$ cat src/hw/rtl/bbmc_pkg.sv
// bbmc_pkg: shared widths, constants, register indexes, sequencer types
// and the request/response structs of the bit-serial arithmetic units.
// No dependencies.
package bbmc_pkg;

    // field widths
    localparam int PITCH_W   = 17;
    localparam int RAW16_W   = 16;
    localparam int BATT_W    = 12;
    localparam int DUTY_A_W  = 14;
    localparam int DUTY_B_W  = 12;
    localparam int SERVO_W   = 16;
    localparam int GAIN_W    = 24;

    // configuration port
    localparam int CFG_IDX_W  = 3;
    localparam int CFG_DATA_W = 24;

    localparam logic [CFG_IDX_W-1:0] REG_ANGLE_KP   = 3'd0;
    localparam logic [CFG_IDX_W-1:0] REG_ANGLE_KI   = 3'd1;
    localparam logic [CFG_IDX_W-1:0] REG_ANGLE_KD   = 3'd2;
    localparam logic [CFG_IDX_W-1:0] REG_SPEED_KP   = 3'd3;
    localparam logic [CFG_IDX_W-1:0] REG_SPEED_KI   = 3'd4;
    localparam logic [CFG_IDX_W-1:0] REG_PITCH_SETP = 3'd5;
    localparam logic [CFG_IDX_W-1:0] REG_REAR_TGT   = 3'd6;
    localparam logic [CFG_IDX_W-1:0] REG_RUN_EN     = 3'd7;

    // arithmetic units
    localparam int ACC_W     = 64;
    localparam int MUL_W     = 24;
    localparam int MUL_CNT_W = 5;
    localparam int DIV_W     = 40;
    localparam int DIV_CNT_W = 6;
    localparam int DVSR_W    = 7;

    localparam logic [DVSR_W-1:0] FILT_DIVISOR = 7'd10;
    localparam logic [DVSR_W-1:0] VEL_DIVISOR  = 7'd100;
    localparam int VEL_SHIFT   = 23;
    localparam int ANGLE_SHIFT = 16;

    // loop limits
    localparam int ANGLE_INT_LIM = 7680;
    localparam int SPEED_INT_LIM = 8192000;
    localparam int DUTY_A_LIM    = 8000;
    localparam int DUTY_A_TRIM   = 3;
    localparam int DUTY_A_DEAD   = 1000;
    localparam int REAR_LIM      = 7000;
    localparam int REAR_KP       = 12;
    localparam int REAR_KI       = 20;
    localparam int DIV5_RECIP    = 52429;
    localparam int DIV5_SHIFT    = 18;
    localparam int BATT_MIN      = 2500;
    localparam int TILT_LIM      = 5120;
    localparam int SERVO_LIMIT   = 300;
    localparam int SERVO_CENTER  = 1500;

    typedef enum logic [2:0] {
        ST_IDLE,
        ST_MUL_GO,
        ST_MUL_WAIT,
        ST_DIV_GO,
        ST_DIV_WAIT,
        ST_FINISH
    } state_t;

    typedef enum logic [2:0] {
        STEP_KP,
        STEP_KI,
        STEP_KD,
        STEP_FDIV,
        STEP_SKP,
        STEP_X100,
        STEP_SKI,
        STEP_VDIV
    } step_t;

    typedef struct packed {
        logic                    start;
        logic signed [ACC_W-1:0] a;
        logic signed [MUL_W-1:0] b;
    } mul_req_t;

    typedef struct packed {
        logic                    done;
        logic signed [ACC_W-1:0] product;
    } mul_rsp_t;

    typedef struct packed {
        logic              start;
        logic [DIV_W-1:0]  dividend;
        logic [DVSR_W-1:0] divisor;
    } div_req_t;

    typedef struct packed {
        logic             done;
        logic [DIV_W-1:0] quotient;
    } div_rsp_t;

endpackage

$ cat src/hw/rtl/bbmc_ifs.sv
// bbmc_ifs: valid/ready channel interfaces for the sample and result words.
// Depends on bbmc_pkg for field widths.
interface bbmc_sample_if;
    logic                                 valid;
    logic                                 ready;
    logic signed [bbmc_pkg::PITCH_W-1:0]  pitch_angle;
    logic signed [bbmc_pkg::RAW16_W-1:0]  gyro_rate;
    logic signed [bbmc_pkg::RAW16_W-1:0]  encoder_a;
    logic signed [bbmc_pkg::RAW16_W-1:0]  encoder_b;
    logic        [bbmc_pkg::BATT_W-1:0]   battery_level;
    logic signed [bbmc_pkg::RAW16_W-1:0]  steer_request;

    modport source (output valid, pitch_angle, gyro_rate, encoder_a, encoder_b,
                    battery_level, steer_request, input ready);
    modport sink   (input valid, pitch_angle, gyro_rate, encoder_a, encoder_b,
                    battery_level, steer_request, output ready);
endinterface

interface bbmc_result_if;
    logic                                  valid;
    logic                                  ready;
    logic signed [bbmc_pkg::DUTY_A_W-1:0]  duty_a;
    logic signed [bbmc_pkg::DUTY_B_W-1:0]  duty_b;
    logic        [bbmc_pkg::SERVO_W-1:0]   servo_pulse;
    logic                                  stopped;

    modport source (output valid, duty_a, duty_b, servo_pulse, stopped, input ready);
    modport sink   (input valid, duty_a, duty_b, servo_pulse, stopped, output ready);
endinterface

$ cat src/hw/rtl/bbmc_smul.sv
// bbmc_smul: bit-serial signed multiplier, one multiplier bit per cycle.
// Depends on bbmc_pkg (widths, mul_req_t, mul_rsp_t).
module bbmc_smul (
    input  logic               clk,
    input  logic               rst_n,
    input  bbmc_pkg::mul_req_t req,
    output bbmc_pkg::mul_rsp_t rsp
);

    logic signed [bbmc_pkg::ACC_W-1:0]  mcand_reg;
    logic        [bbmc_pkg::MUL_W-1:0]  mplier_reg;
    logic signed [bbmc_pkg::ACC_W-1:0]  prod_reg;
    logic        [bbmc_pkg::MUL_CNT_W-1:0] cnt_reg;
    logic                               run_reg;
    logic                               done_reg;
    logic                               last_c;
    logic signed [bbmc_pkg::ACC_W-1:0]  prod_next;

    // top bit of a two's complement multiplier carries negative weight
    assign last_c = (cnt_reg == bbmc_pkg::MUL_CNT_W'(bbmc_pkg::MUL_W - 1));

    always_comb
    begin
        prod_next = prod_reg;
        if (mplier_reg[0])
        begin
            if (last_c)
                prod_next = prod_reg - mcand_reg;
            else
                prod_next = prod_reg + mcand_reg;
        end
    end

    // control
    always_ff @(posedge clk or negedge rst_n)
    begin
        if (!rst_n)
        begin
            run_reg  <= 1'b0;
            done_reg <= 1'b0;
            cnt_reg  <= '0;
        end
        else
        begin
            done_reg <= 1'b0;
            if (req.start)
            begin
                run_reg <= 1'b1;
                cnt_reg <= '0;
            end
            else if (run_reg)
            begin
                cnt_reg <= cnt_reg + 1'b1;
                if (last_c)
                begin
                    run_reg  <= 1'b0;
                    done_reg <= 1'b1;
                end
            end
        end
    end

    // shift and add datapath
    always_ff @(posedge clk)
    begin
        if (req.start)
        begin
            mcand_reg  <= req.a;
            mplier_reg <= req.b;
            prod_reg   <= '0;
        end
        else if (run_reg)
        begin
            mcand_reg  <= mcand_reg <<< 1;
            mplier_reg <= mplier_reg >> 1;
            prod_reg   <= prod_next;
        end
    end

    assign rsp.done    = done_reg;
    assign rsp.product = prod_reg;

endmodule

$ cat src/hw/rtl/bbmc_cdiv.sv
// bbmc_cdiv: bit-serial restoring divider for small unsigned divisors,
// one quotient bit per cycle. Depends on bbmc_pkg (widths, div_req_t, div_rsp_t).
module bbmc_cdiv (
    input  logic               clk,
    input  logic               rst_n,
    input  bbmc_pkg::div_req_t req,
    output bbmc_pkg::div_rsp_t rsp
);

    logic [bbmc_pkg::DIV_W-1:0]     quo_reg;
    logic [bbmc_pkg::DVSR_W-1:0]    rem_reg;
    logic [bbmc_pkg::DVSR_W-1:0]    dvsr_reg;
    logic [bbmc_pkg::DIV_CNT_W-1:0] cnt_reg;
    logic                           run_reg;
    logic                           done_reg;
    logic [bbmc_pkg::DVSR_W:0]      trial_c;
    logic                           ge_c;

    // trial subtract of the next dividend bit
    assign trial_c = {rem_reg, quo_reg[bbmc_pkg::DIV_W-1]};
    assign ge_c    = (trial_c >= {1'b0, dvsr_reg});

    // control
    always_ff @(posedge clk or negedge rst_n)
    begin
        if (!rst_n)
        begin
            run_reg  <= 1'b0;
            done_reg <= 1'b0;
            cnt_reg  <= '0;
        end
        else
        begin
            done_reg <= 1'b0;
            if (req.start)
            begin
                run_reg <= 1'b1;
                cnt_reg <= '0;
            end
            else if (run_reg)
            begin
                cnt_reg <= cnt_reg + 1'b1;
                if (cnt_reg == bbmc_pkg::DIV_CNT_W'(bbmc_pkg::DIV_W - 1))
                begin
                    run_reg  <= 1'b0;
                    done_reg <= 1'b1;
                end
            end
        end
    end

    // remainder and quotient shift
    always_ff @(posedge clk)
    begin
        if (req.start)
        begin
            quo_reg  <= req.dividend;
            rem_reg  <= '0;
            dvsr_reg <= req.divisor;
        end
        else if (run_reg)
        begin
            quo_reg <= {quo_reg[bbmc_pkg::DIV_W-2:0], ge_c};
            if (ge_c)
                rem_reg <= bbmc_pkg::DVSR_W'(trial_c - {1'b0, dvsr_reg});
            else
                rem_reg <= trial_c[bbmc_pkg::DVSR_W-1:0];
        end
    end

    assign rsp.done     = done_reg;
    assign rsp.quotient = quo_reg;

endmodule

$ cat src/hw/rtl/balance_bike_motor_controller.sv
// balance_bike_motor_controller: cascaded angle/velocity PID, rear PI and servo
// clamp. Depends on bbmc_pkg, bbmc_ifs, bbmc_smul and bbmc_cdiv.
//
//   channel  | dir | handshake     | payload
//   sample   | in  | valid / ready | pitch, gyro, encoders, battery, steer
//   result   | out | valid / ready | duty_a, duty_b, servo_pulse, stopped
//   cfg      | in  | cfg_we        | cfg_index, cfg_data
//
// each word runs six products on the bit-serial multiplier
// (start, one step per multiplier bit, hand-off), two quotients on the bit-serial
// divider (start, one step per dividend bit, hand-off), one accept, one finish
// one word is in work at a time; ready is high only when the sequencer is idle
// the result register holds a word under stall; the next word is taken while
// it waits, and the sequencer holds in its last step until the register frees
// reset clears loop state and restores the register defaults
module balance_bike_motor_controller (
    input  logic                                clk,
    input  logic                                rst_n,
    bbmc_sample_if.sink                         sample,
    bbmc_result_if.source                       result,
    input  logic                                cfg_we,
    input  logic [bbmc_pkg::CFG_IDX_W-1:0]      cfg_index,
    input  logic [bbmc_pkg::CFG_DATA_W-1:0]     cfg_data
);

    // configuration registers
    logic signed [23:0] angle_kp_reg, angle_ki_reg, angle_kd_reg;
    logic signed [23:0] speed_kp_reg, speed_ki_reg;
    logic signed [16:0] setp_reg;
    logic signed [15:0] target_reg;
    logic               run_reg;

    // loop state
    logic signed [15:0] angle_int_reg;
    logic signed [31:0] filt_reg;
    logic signed [23:0] sint_reg;
    logic signed [13:0] racc_reg;
    logic signed [15:0] rlast_reg;

    // sequencer
    bbmc_pkg::state_t state_reg, state_next;
    bbmc_pkg::step_t  step_reg, step_next;
    logic             accept_c;
    logic             load_out_c;
    logic             res_valid_reg;

    // word datapath
    logic signed [15:0] gyro_reg, enc_a_reg, steer_reg;
    logic signed [17:0] bias_reg;
    logic signed [15:0] ai_reg;
    logic               stop_reg;
    logic signed [63:0] acc_reg;
    logic signed [39:0] ang_reg;
    logic signed [39:0] vel_reg;
    logic signed [31:0] f_reg;
    logic signed [23:0] si_reg;
    logic               neg_reg;

    // result register
    logic signed [13:0] duty_a_reg;
    logic signed [11:0] duty_b_reg;
    logic        [15:0] pulse_reg;
    logic               stopped_reg;

    bbmc_pkg::mul_req_t mul_req;
    bbmc_pkg::mul_rsp_t mul_rsp;
    bbmc_pkg::div_req_t div_req;
    bbmc_pkg::div_rsp_t div_rsp;

    bbmc_smul u_smul (.clk(clk), .rst_n(rst_n), .req(mul_req), .rsp(mul_rsp));
    bbmc_cdiv u_cdiv (.clk(clk), .rst_n(rst_n), .req(div_req), .rsp(div_rsp));

    // angle error and clamped integral
    logic signed [17:0] bias_c;
    logic signed [18:0] ai_sum_c;
    logic signed [15:0] ai_c;
    logic               stop_c;

    assign bias_c   = 18'(sample.pitch_angle) - 18'(setp_reg);
    assign ai_sum_c = 19'(angle_int_reg) + 19'(bias_c);

    always_comb
    begin
        priority if (ai_sum_c > 19'(bbmc_pkg::ANGLE_INT_LIM))
            ai_c = 16'(bbmc_pkg::ANGLE_INT_LIM);
        else if (ai_sum_c < 19'(-bbmc_pkg::ANGLE_INT_LIM))
            ai_c = 16'(-bbmc_pkg::ANGLE_INT_LIM);
        else
            ai_c = 16'(ai_sum_c);
    end

    assign stop_c = (sample.battery_level < 12'(bbmc_pkg::BATT_MIN))
                 || (sample.pitch_angle > 17'(bbmc_pkg::TILT_LIM))
                 || (sample.pitch_angle < 17'(-bbmc_pkg::TILT_LIM));

    // rear incremental pi
    logic signed [16:0] rdiff_c;
    logic signed [15:0] rb_c;
    logic signed [23:0] rsum_c;
    logic signed [13:0] racc_c;

    assign rdiff_c = 17'(sample.encoder_b) - 17'(target_reg);

    always_comb
    begin
        priority if (rdiff_c > 17'sd32767)
            rb_c = 16'sh7FFF;
        else if (rdiff_c < -17'sd32768)
            rb_c = 16'sh8000;
        else
            rb_c = 16'(rdiff_c);
    end

    assign rsum_c = 24'(racc_reg)
                  + 24'(bbmc_pkg::REAR_KP) * (24'(rb_c) - 24'(rlast_reg))
                  + 24'(bbmc_pkg::REAR_KI) * 24'(rb_c);

    always_comb
    begin
        priority if (rsum_c > 24'(bbmc_pkg::REAR_LIM))
            racc_c = 14'(bbmc_pkg::REAR_LIM);
        else if (rsum_c < 24'(-bbmc_pkg::REAR_LIM))
            racc_c = 14'(-bbmc_pkg::REAR_LIM);
        else
            racc_c = 14'(rsum_c);
    end

    // multiplier operands
    always_comb
    begin
        mul_req.start = 1'b0;
        mul_req.a     = '0;
        mul_req.b     = '0;
        unique case (step_reg)
            bbmc_pkg::STEP_KP:
            begin
                mul_req.a = 64'(bias_reg);
                mul_req.b = angle_kp_reg;
            end
            bbmc_pkg::STEP_KI:
            begin
                mul_req.a = 64'(ai_reg);
                mul_req.b = angle_ki_reg;
            end
            bbmc_pkg::STEP_KD:
            begin
                mul_req.a = 64'(gyro_reg);
                mul_req.b = angle_kd_reg;
            end
            bbmc_pkg::STEP_SKP:
            begin
                mul_req.a = 64'(f_reg);
                mul_req.b = speed_kp_reg;
            end
            bbmc_pkg::STEP_X100:
            begin
                mul_req.a = acc_reg;
                mul_req.b = 24'(bbmc_pkg::VEL_DIVISOR);
            end
            bbmc_pkg::STEP_SKI:
            begin
                mul_req.a = 64'(si_reg);
                mul_req.b = speed_ki_reg;
            end
            default:
            begin
                mul_req.a = '0;
                mul_req.b = '0;
            end
        endcase
        if (state_reg == bbmc_pkg::ST_MUL_GO)
            mul_req.start = 1'b1;
    end

    // filter numerator 7*f + 3*(e << 15) and velocity magnitude
    logic signed [16:0] e_c;
    logic signed [39:0] fnum_c;
    logic        [39:0] fabs_c;
    logic        [63:0] vabs_c;

    assign e_c    = 17'sd0 - 17'(enc_a_reg);
    assign fnum_c = (40'(filt_reg) <<< 3) - 40'(filt_reg)
                  + (40'(e_c) <<< 16) + (40'(e_c) <<< 15);
    assign fabs_c = fnum_c[39] ? 40'(-fnum_c) : 40'(fnum_c);
    assign vabs_c = acc_reg[63] ? 64'(-acc_reg) : 64'(acc_reg);

    always_comb
    begin
        div_req.start = (state_reg == bbmc_pkg::ST_DIV_GO);
        if (step_reg == bbmc_pkg::STEP_FDIV)
        begin
            div_req.dividend = fabs_c;
            div_req.divisor  = bbmc_pkg::FILT_DIVISOR;
        end
        else
        begin
            div_req.dividend = vabs_c[bbmc_pkg::VEL_SHIFT +: bbmc_pkg::DIV_W];
            div_req.divisor  = bbmc_pkg::VEL_DIVISOR;
        end
    end

    // signed quotient, truncated toward zero
    logic signed [39:0] q_s;
    logic signed [39:0] qs_c;

    assign q_s  = $signed(div_rsp.quotient);
    assign qs_c = neg_reg ? -q_s : q_s;

    // angle term sums
    logic signed [63:0] asum_c;
    logic signed [63:0] vsum_c;
    logic signed [39:0] ang_c;

    assign asum_c = acc_reg + (mul_rsp.product <<< 8);
    assign vsum_c = acc_reg + (mul_rsp.product <<< 3);
    assign ang_c  = 40'((asum_c + (asum_c[63] ? 64'sd65535 : 64'sd0))
                        >>> bbmc_pkg::ANGLE_SHIFT);

    // velocity integral from the filtered speed
    logic signed [31:0] f8_c;
    logic signed [29:0] si_sum_c;
    logic signed [23:0] si_c;

    assign f8_c     = (f_reg + (f_reg[31] ? 32'sd7 : 32'sd0)) >>> 3;
    assign si_sum_c = 30'(sint_reg) + 30'(f8_c);

    always_comb
    begin
        priority if (si_sum_c > 30'(bbmc_pkg::SPEED_INT_LIM))
            si_c = 24'(bbmc_pkg::SPEED_INT_LIM);
        else if (si_sum_c < 30'(-bbmc_pkg::SPEED_INT_LIM))
            si_c = 24'(-bbmc_pkg::SPEED_INT_LIM);
        else
            si_c = 24'(si_sum_c);
    end

    // motor a duty: saturate, trim, dead band
    logic signed [39:0] velu_c;
    logic signed [41:0] dsum_c;
    logic signed [13:0] trim_c;
    logic signed [13:0] da_c;

    assign velu_c = run_reg ? vel_reg : 40'sd0;
    assign dsum_c = 42'sd0 - 42'(ang_reg) - 42'(velu_c);

    always_comb
    begin
        priority if (dsum_c > 42'(bbmc_pkg::DUTY_A_LIM))
            trim_c = 14'(bbmc_pkg::DUTY_A_LIM);
        else if (dsum_c < 42'(-bbmc_pkg::DUTY_A_LIM))
            trim_c = 14'(-bbmc_pkg::DUTY_A_LIM);
        else if (dsum_c < 42'sd0)
            trim_c = 14'(dsum_c + 42'(bbmc_pkg::DUTY_A_TRIM));
        else if (dsum_c > 42'sd0)
            trim_c = 14'(dsum_c - 42'(bbmc_pkg::DUTY_A_TRIM));
        else
            trim_c = 14'sd0;

        if ((trim_c < 14'(bbmc_pkg::DUTY_A_DEAD)) && (trim_c > 14'(-bbmc_pkg::DUTY_A_DEAD)))
            da_c = 14'sd0;
        else
            da_c = trim_c;
    end

    // motor b duty: accumulator / 5 by reciprocal
    logic        [12:0] rabs_c;
    logic        [29:0] rq_c;
    logic        [11:0] q5_c;
    logic signed [11:0] db_c;

    assign rabs_c = racc_reg[13] ? 13'(-racc_reg) : 13'(racc_reg);
    assign rq_c   = 30'(rabs_c) * 30'(bbmc_pkg::DIV5_RECIP);
    assign q5_c   = rq_c[bbmc_pkg::DIV5_SHIFT +: 12];
    assign db_c   = racc_reg[13] ? $signed(12'd0 - q5_c) : $signed(q5_c);

    // servo clamp and centre
    logic signed [15:0] sc_c;
    logic signed [17:0] psum_c;
    logic        [15:0] pulse_c;

    always_comb
    begin
        priority if (steer_reg > 16'(bbmc_pkg::SERVO_LIMIT))
            sc_c = 16'(bbmc_pkg::SERVO_LIMIT);
        else if (steer_reg < 16'(-bbmc_pkg::SERVO_LIMIT))
            sc_c = 16'(-bbmc_pkg::SERVO_LIMIT);
        else
            sc_c = steer_reg;

        psum_c = 18'(bbmc_pkg::SERVO_CENTER) + 18'(sc_c);
        priority if (psum_c < 18'sd0)
            pulse_c = 16'd0;
        else if (psum_c > 18'sd65535)
            pulse_c = 16'hFFFF;
        else
            pulse_c = 16'(psum_c);
    end

    // sequencer next state
    always_comb
    begin
        state_next = state_reg;
        step_next  = step_reg;
        accept_c   = 1'b0;
        load_out_c = 1'b0;
        unique case (state_reg)
            bbmc_pkg::ST_IDLE:
            begin
                if (sample.valid)
                begin
                    accept_c   = 1'b1;
                    step_next  = bbmc_pkg::STEP_KP;
                    state_next = bbmc_pkg::ST_MUL_GO;
                end
            end
            bbmc_pkg::ST_MUL_GO:
                state_next = bbmc_pkg::ST_MUL_WAIT;
            bbmc_pkg::ST_MUL_WAIT:
            begin
                if (mul_rsp.done)
                begin
                    state_next = bbmc_pkg::ST_MUL_GO;
                    unique case (step_reg)
                        bbmc_pkg::STEP_KP:   step_next = bbmc_pkg::STEP_KI;
                        bbmc_pkg::STEP_KI:   step_next = bbmc_pkg::STEP_KD;
                        bbmc_pkg::STEP_KD:
                        begin
                            step_next  = bbmc_pkg::STEP_FDIV;
                            state_next = bbmc_pkg::ST_DIV_GO;
                        end
                        bbmc_pkg::STEP_SKP:  step_next = bbmc_pkg::STEP_X100;
                        bbmc_pkg::STEP_X100: step_next = bbmc_pkg::STEP_SKI;
                        bbmc_pkg::STEP_SKI:
                        begin
                            step_next  = bbmc_pkg::STEP_VDIV;
                            state_next = bbmc_pkg::ST_DIV_GO;
                        end
                        default:             state_next = bbmc_pkg::ST_IDLE;
                    endcase
                end
            end
            bbmc_pkg::ST_DIV_GO:
                state_next = bbmc_pkg::ST_DIV_WAIT;
            bbmc_pkg::ST_DIV_WAIT:
            begin
                if (div_rsp.done)
                begin
                    if (step_reg == bbmc_pkg::STEP_FDIV)
                    begin
                        step_next  = bbmc_pkg::STEP_SKP;
                        state_next = bbmc_pkg::ST_MUL_GO;
                    end
                    else
                        state_next = bbmc_pkg::ST_FINISH;
                end
            end
            bbmc_pkg::ST_FINISH:
            begin
                if (!res_valid_reg || result.ready)
                begin
                    load_out_c = 1'b1;
                    state_next = bbmc_pkg::ST_IDLE;
                end
            end
            default:
                state_next = bbmc_pkg::ST_IDLE;
        endcase
    end

    // state register
    always_ff @(posedge clk or negedge rst_n)
    begin
        if (!rst_n)
        begin
            state_reg <= bbmc_pkg::ST_IDLE;
            step_reg  <= bbmc_pkg::STEP_KP;
        end
        else
        begin
            state_reg <= state_next;
            step_reg  <= step_next;
        end
    end

    // configuration writes
    always_ff @(posedge clk or negedge rst_n)
    begin
        if (!rst_n)
        begin
            angle_kp_reg <= 24'sd486400;
            angle_ki_reg <= -24'sd13261;
            angle_kd_reg <= 24'sd3840;
            speed_kp_reg <= 24'sd8192;
            speed_ki_reg <= 24'sd256;
            setp_reg     <= -17'sd179;
            target_reg   <= 16'sd30;
            run_reg      <= 1'b1;
        end
        else if (cfg_we)
        begin
            unique case (cfg_index)
                bbmc_pkg::REG_ANGLE_KP:   angle_kp_reg <= $signed(cfg_data);
                bbmc_pkg::REG_ANGLE_KI:   angle_ki_reg <= $signed(cfg_data);
                bbmc_pkg::REG_ANGLE_KD:   angle_kd_reg <= $signed(cfg_data);
                bbmc_pkg::REG_SPEED_KP:   speed_kp_reg <= $signed(cfg_data);
                bbmc_pkg::REG_SPEED_KI:   speed_ki_reg <= $signed(cfg_data);
                bbmc_pkg::REG_PITCH_SETP: setp_reg     <= $signed(cfg_data[16:0]);
                bbmc_pkg::REG_REAR_TGT:   target_reg   <= $signed(cfg_data[15:0]);
                bbmc_pkg::REG_RUN_EN:     run_reg      <= cfg_data[0];
            endcase
        end
    end

    // loop state and result valid
    always_ff @(posedge clk or negedge rst_n)
    begin
        if (!rst_n)
        begin
            angle_int_reg <= '0;
            filt_reg      <= '0;
            sint_reg      <= '0;
            racc_reg      <= '0;
            rlast_reg     <= '0;
            res_valid_reg <= 1'b0;
        end
        else
        begin
            if (accept_c)
            begin
                angle_int_reg <= ai_c;
                racc_reg      <= racc_c;
                rlast_reg     <= rb_c;
            end
            if (load_out_c)
            begin
                filt_reg <= run_reg ? f_reg : 32'sd0;
                sint_reg <= run_reg ? si_reg : 24'sd0;
            end
            if (load_out_c)
                res_valid_reg <= 1'b1;
            else if (result.ready)
                res_valid_reg <= 1'b0;
        end
    end

    // word datapath
    always_ff @(posedge clk)
    begin
        if (accept_c)
        begin
            gyro_reg  <= sample.gyro_rate;
            enc_a_reg <= sample.encoder_a;
            steer_reg <= sample.steer_request;
            bias_reg  <= bias_c;
            ai_reg    <= ai_c;
            stop_reg  <= stop_c;
        end

        if ((state_reg == bbmc_pkg::ST_MUL_WAIT) && mul_rsp.done)
        begin
            unique case (step_reg)
                bbmc_pkg::STEP_KP:   acc_reg <= mul_rsp.product;
                bbmc_pkg::STEP_KI:   acc_reg <= acc_reg + mul_rsp.product;
                bbmc_pkg::STEP_KD:   ang_reg <= ang_c;
                bbmc_pkg::STEP_SKP:  acc_reg <= mul_rsp.product;
                bbmc_pkg::STEP_X100: acc_reg <= mul_rsp.product;
                bbmc_pkg::STEP_SKI:  acc_reg <= vsum_c;
                default:             acc_reg <= acc_reg;
            endcase
        end

        if (state_reg == bbmc_pkg::ST_DIV_GO)
        begin
            if (step_reg == bbmc_pkg::STEP_FDIV)
                neg_reg <= fnum_c[39];
            else
                neg_reg <= acc_reg[63];
        end

        if ((state_reg == bbmc_pkg::ST_DIV_WAIT) && div_rsp.done)
        begin
            if (step_reg == bbmc_pkg::STEP_FDIV)
                f_reg <= 32'(qs_c);
            else
                vel_reg <= qs_c;
        end

        // the integral follows the new filtered speed
        if ((state_reg == bbmc_pkg::ST_MUL_GO) && (step_reg == bbmc_pkg::STEP_SKP))
            si_reg <= si_c;

        if (load_out_c)
        begin
            duty_a_reg  <= stop_reg ? 14'sd0 : da_c;
            duty_b_reg  <= stop_reg ? 12'sd0 : db_c;
            pulse_reg   <= pulse_c;
            stopped_reg <= stop_reg;
        end
    end

    assign sample.ready       = (state_reg == bbmc_pkg::ST_IDLE);
    assign result.valid       = res_valid_reg;
    assign result.duty_a      = duty_a_reg;
    assign result.duty_b      = duty_b_reg;
    assign result.servo_pulse = pulse_reg;
    assign result.stopped     = stopped_reg;

endmodule

$ cat src/flat_wrapper.sv
// flat-port wrapper written by rule: the top's interface ports become plain ports
module balance_bike_motor_controller_flat 
  (clk, rst_n, cfg_we, cfg_index, cfg_data, sample_valid, sample_pitch_angle, sample_gyro_rate, sample_encoder_a, sample_encoder_b, sample_battery_level, sample_steer_request, sample_ready, result_valid, result_duty_a, result_duty_b, result_servo_pulse, result_stopped, result_ready);
  bbmc_sample_if sample_i ();
  bbmc_result_if result_i ();
  input  logic clk;
  input  logic rst_n;
  input  logic cfg_we;
  input  logic [bbmc_pkg::CFG_IDX_W-1:0] cfg_index;
  input  logic [bbmc_pkg::CFG_DATA_W-1:0] cfg_data;
  input wire logic [$bits(sample_i.valid)-1:0] sample_valid;
  input wire logic [$bits(sample_i.pitch_angle)-1:0] sample_pitch_angle;
  input wire logic [$bits(sample_i.gyro_rate)-1:0] sample_gyro_rate;
  input wire logic [$bits(sample_i.encoder_a)-1:0] sample_encoder_a;
  input wire logic [$bits(sample_i.encoder_b)-1:0] sample_encoder_b;
  input wire logic [$bits(sample_i.battery_level)-1:0] sample_battery_level;
  input wire logic [$bits(sample_i.steer_request)-1:0] sample_steer_request;
  output wire logic [$bits(sample_i.ready)-1:0] sample_ready;
  output wire logic [$bits(result_i.valid)-1:0] result_valid;
  output wire logic [$bits(result_i.duty_a)-1:0] result_duty_a;
  output wire logic [$bits(result_i.duty_b)-1:0] result_duty_b;
  output wire logic [$bits(result_i.servo_pulse)-1:0] result_servo_pulse;
  output wire logic [$bits(result_i.stopped)-1:0] result_stopped;
  input wire logic [$bits(result_i.ready)-1:0] result_ready;
  assign sample_i.valid = sample_valid;
  assign sample_i.pitch_angle = sample_pitch_angle;
  assign sample_i.gyro_rate = sample_gyro_rate;
  assign sample_i.encoder_a = sample_encoder_a;
  assign sample_i.encoder_b = sample_encoder_b;
  assign sample_i.battery_level = sample_battery_level;
  assign sample_i.steer_request = sample_steer_request;
  assign sample_ready = sample_i.ready;
  assign result_valid = result_i.valid;
  assign result_duty_a = result_i.duty_a;
  assign result_duty_b = result_i.duty_b;
  assign result_servo_pulse = result_i.servo_pulse;
  assign result_stopped = result_i.stopped;
  assign result_i.ready = result_ready;
  balance_bike_motor_controller u_core (.clk(clk), .rst_n(rst_n), .sample(sample_i), .result(result_i), .cfg_we(cfg_we), .cfg_index(cfg_index), .cfg_data(cfg_data));
endmodule
$ cat config.mk
export PLATFORM = sky130hd
export DESIGN_NAME = balance_bike_motor_controller_flat
export DESIGN_NICKNAME = d
export VERILOG_FILES = /design/src/hw/rtl/bbmc_pkg.sv /design/src/hw/rtl/bbmc_ifs.sv /design/src/hw/rtl/bbmc_smul.sv /design/src/hw/rtl/bbmc_cdiv.sv /design/src/hw/rtl/balance_bike_motor_controller.sv /design/src/flat_wrapper.sv
export SDC_FILE = /design/constraint.sdc
export NUM_CORES = 2
export LEC_CHECK = 0
export BUFFER_PORTS_ARGS = -buffer_cell sky130_fd_sc_hd__buf_2
export CAP_MARGIN = 0
export CORE_UTILIZATION = 51
export CTS_CLUSTER_DIAMETER = 100
export DETAILED_ROUTE_END_ITERATION = 16
export GPL_TIMING_DRIVEN = 1
export PLACE_DENSITY = 0.67
export SETUP_SLACK_MARGIN = 0.15
export SYNTH_ARGS = -nofsm -noshare
export SYNTH_HDL_FRONTEND = slang
export SYNTH_SLANG_ARGS = --single-unit
$ cat constraint.sdc
create_clock -name clk -period 12.1 [get_ports clk]
set_input_delay 2.42 -clock clk [delete_from_list [all_inputs] [get_ports clk]]
set_output_delay 2.42 -clock clk [all_outputs]
set_load 0.05 [all_outputs]
==> metrics <==
Ys Warns=0; Syn Inst Count=7464; area leader, netlist=edfxtp_1; Critical-path top delay cell=or4_1; FF+latch count, synth=804; DIE AREA=135000 um2; FMAX=0.0880 GHz; final hold viol count=0; Main synth FF type=edfxtp_1; Seq/Total Area, Yosys=0.325; CTS Buffer Depth=3; Final ANT Viol Nets=0; 1st-iter DRT viols=5329; filler cell count=11711; aggregate global routing overflow=0; async set-or-reset flop fraction in the synthesized netlist=0.343; Die X=367 um; ratio of final minimum period to clock period=0.939; Vias=57717; initial antenna violation count=9; critical path's top delay family=compound AO/OA/AOI/OAI gates; Worst path depth=51; relative slew slack=0.186; Critical Path Sink Type=register; WL per Instance=20.5 um; first-pass GRT wire length=307000 um; die span in y=367 um; crit path kind=input port to register; Setup-failing EPs final=0; post-synthesis cell type count=98; CP dominant cell by count=a21oi_2; DP Wirelength=148000 um; critical path's largest stage delay=530 ps; area post-placement=71600 um2; Placed Cells=9321; RSZ-0062 raised after global routing=yes; Slew Viols, Final=0; htree depth=3; Synth area leaders=edfxtp_1 20%, ha_1 13%, dfrtp_1 8.4%, xnor2_1 5.9%, a21oi_1 4.2%; CTS Root Buffer Type=clkbuf_16; Core ar.=132000 um2; I/O Buffers=167; average size of a mapped cell=9.11 um2; drt pass-1 iters=5; final non-filler cell total=9512; worst skew pair latency=770 ps; outcome=finished clean; post-route clock skew=95.0 ps; Mapped Area=68000 um2; top cell type's share of synthesized area=0.202; # clock sinks=804; Worst Max-Slew Pin Slew=1220 ps; # IOs=170; Final Critical Period=11360 ps; Initial Util=0.516; CTS Buf Count=98; Final Util=0.570; worst r2r path cells=51; vias per cell=6.07; CTS tree=yes; routability cong.=0.936; hold path depth=2; Post-synth EDFFs=457; # rows=133; Crit path required time=12770 ps; Max Cap Viol=0; share of cells above drive strength 1=0.116; Tot GR Track Use=0.284; worst hold path type=register to register; vias in the first global route=54925; largest net degree at the start of global routing=119; clock-pin slew on the worst setup and hold paths=60 ps; Max Fanout on Critical Path=4; CP bufs+invs=6; Nets=8576; Post-Route WL=195000 um; Setup crit start kind=input port; Layout Area Growth over Synthesis=10.6%; Arr. time, crit path=12030 ps; DR DRC count=0; Final Cell Area=75100 um2; final hold slack=489 ps
==> what timing repair did <==
item,CTS,global route
setup buffers,0,2
setup endpoints to repair,11,12
pin swaps,0,10
gates resized for setup,5,44
hold buffers,0,0
==> kinds of logic after synthesis <==
kind of cell / after synthesis / synth area share
compound gates: 2122 / 0.198
simple gates: 2120 / 0.151
flops: 804 / 0.325
fa+ha+maj: 783 / 0.155
xor+xnor: 715 / 0.0923
buf+inv: 691 / 0.0382
mux: 227 / 0.0403
other cells: 2 / 0.000110
==> worst reg2reg max path: cells and delay by family, from the launching register on <==
kind	cells	cell delay (ps)
AOI/OAI and AO/OA	28	4770
xor gates and xnor gates	2	280
adders and majority gates	7	2150
buffers and inverters	6	510
DFF	1	550
and+or+nand+nor	8	1830
==> worst paths after layout <==
path / startpoint / to / slack, ps
max: sample_encoder_b[1] / u_core.racc_reg[2]$_DFFE_PN0P_ / 740
min: u_core.sint_reg[14]$_DFFE_PN0P_ / u_core.sint_reg[14]$_DFFE_PN0P_ / 490
max reg2reg: u_core.target_reg[1]$_DFFE_PN1P_ / u_core.racc_reg[2]$_DFFE_PN0P_ / 1950
min reg2reg: u_core.sint_reg[14]$_DFFE_PN0P_ / u_core.sint_reg[14]$_DFFE_PN0P_ / 490
max in group asynchronous: rst_n / u_core.sint_reg[14]$_DFFE_PN0P_ / 8330
min in group asynchronous: rst_n / u_core.angle_kp_reg[19]$_DFFE_PN0P_ / 1700
==> cell usage in the layout, fill, tap and decap left out, types with 126 or more instances in the layout <==
cell      netlist  final
a21o_1        209    209
nor2_1        519    511
nor3_1        132    126
dfrtp_1       229    227
o21ai_0       549    535
edfxtp_1      457    457
buf_2           3    166
nand3_1       176    173
nand2_1       654    653
inv_1         436    435
mux2_2        175    175
xor2_1        260    260
buf_4           0    183
xnor2_1       454    454
a21oi_1       577    562
ha_1          683    682
==> layout make-up <==
cell class	count	area [um2]	area share
Antenna cell	3	7.51	0.0000999
Clock buffer	126	2710	0.0361
Clock inverter	60	664	0.00884
Inverter	438	1650	0.0220
Multi-Input combinational cell	5974	43500	0.580
Sequential cell	804	22100	0.294
Tap cell	1755	2200	0.0292
Timing Repair Buffer	352	2250	0.0300
==> Yosys cell counts (21+ instances only) <==
library cell and count:
and4_1 22, nor3_1 132, dfxtp_1 71, ha_1 683
nand2b_1 97, nor2_1 519, o31ai_1 77, a31oi_1 58
fa_1 100, a21oi_1 577, a211oi_1 50, nor4_1 51
a22oi_1 100, a21o_1 209, nor3b_1 28, nand2_1 654
buf_1 21, xnor2_1 454, and3_1 60, dfrtp_1 229
or2_2 50, o21a_1 58, o211ai_1 47, or3_1 63
o21ai_0 549, a21boi_0 37, xor2_1 260, a221oi_1 43
mux2i_1 32, dfstp_2 47, and2_1 44, a41oi_1 27
inv_1 436, nand3_1 176, clkbuf_1 229, mux2_2 175
o21bai_1 77, nor2b_1 73, nand4_1 66, edfxtp_1 457
==> per-stage QoR <==
stage | TNS, ps | worst slack, ps
after floorplan | 0 | 151
after global placement | -5710 | -576
after detailed placement | -7570 | -785
after CTS | 0 | 157
after global routing | 0 | 81.7
final | 0 | 738
==> metal layers <==
layer | track usage | wire length [um] | share of wire | vias to the layer above
met5 | 0 | 17 | 0.000087 | -
met2 | 0.435 | 84500 | 0.43 | 1838
li1 | - | - | - | 27697
met4 | 0.0742 | 5110 | 0.026 | 2
met3 | 0.0386 | 14500 | 0.074 | 280
met1 | 0.419 | 91300 | 0.47 | 27900
Power is left out: the tool's default activity adds up to more than one toggle a clock period on the data nets, which glitch-free logic cannot reach.
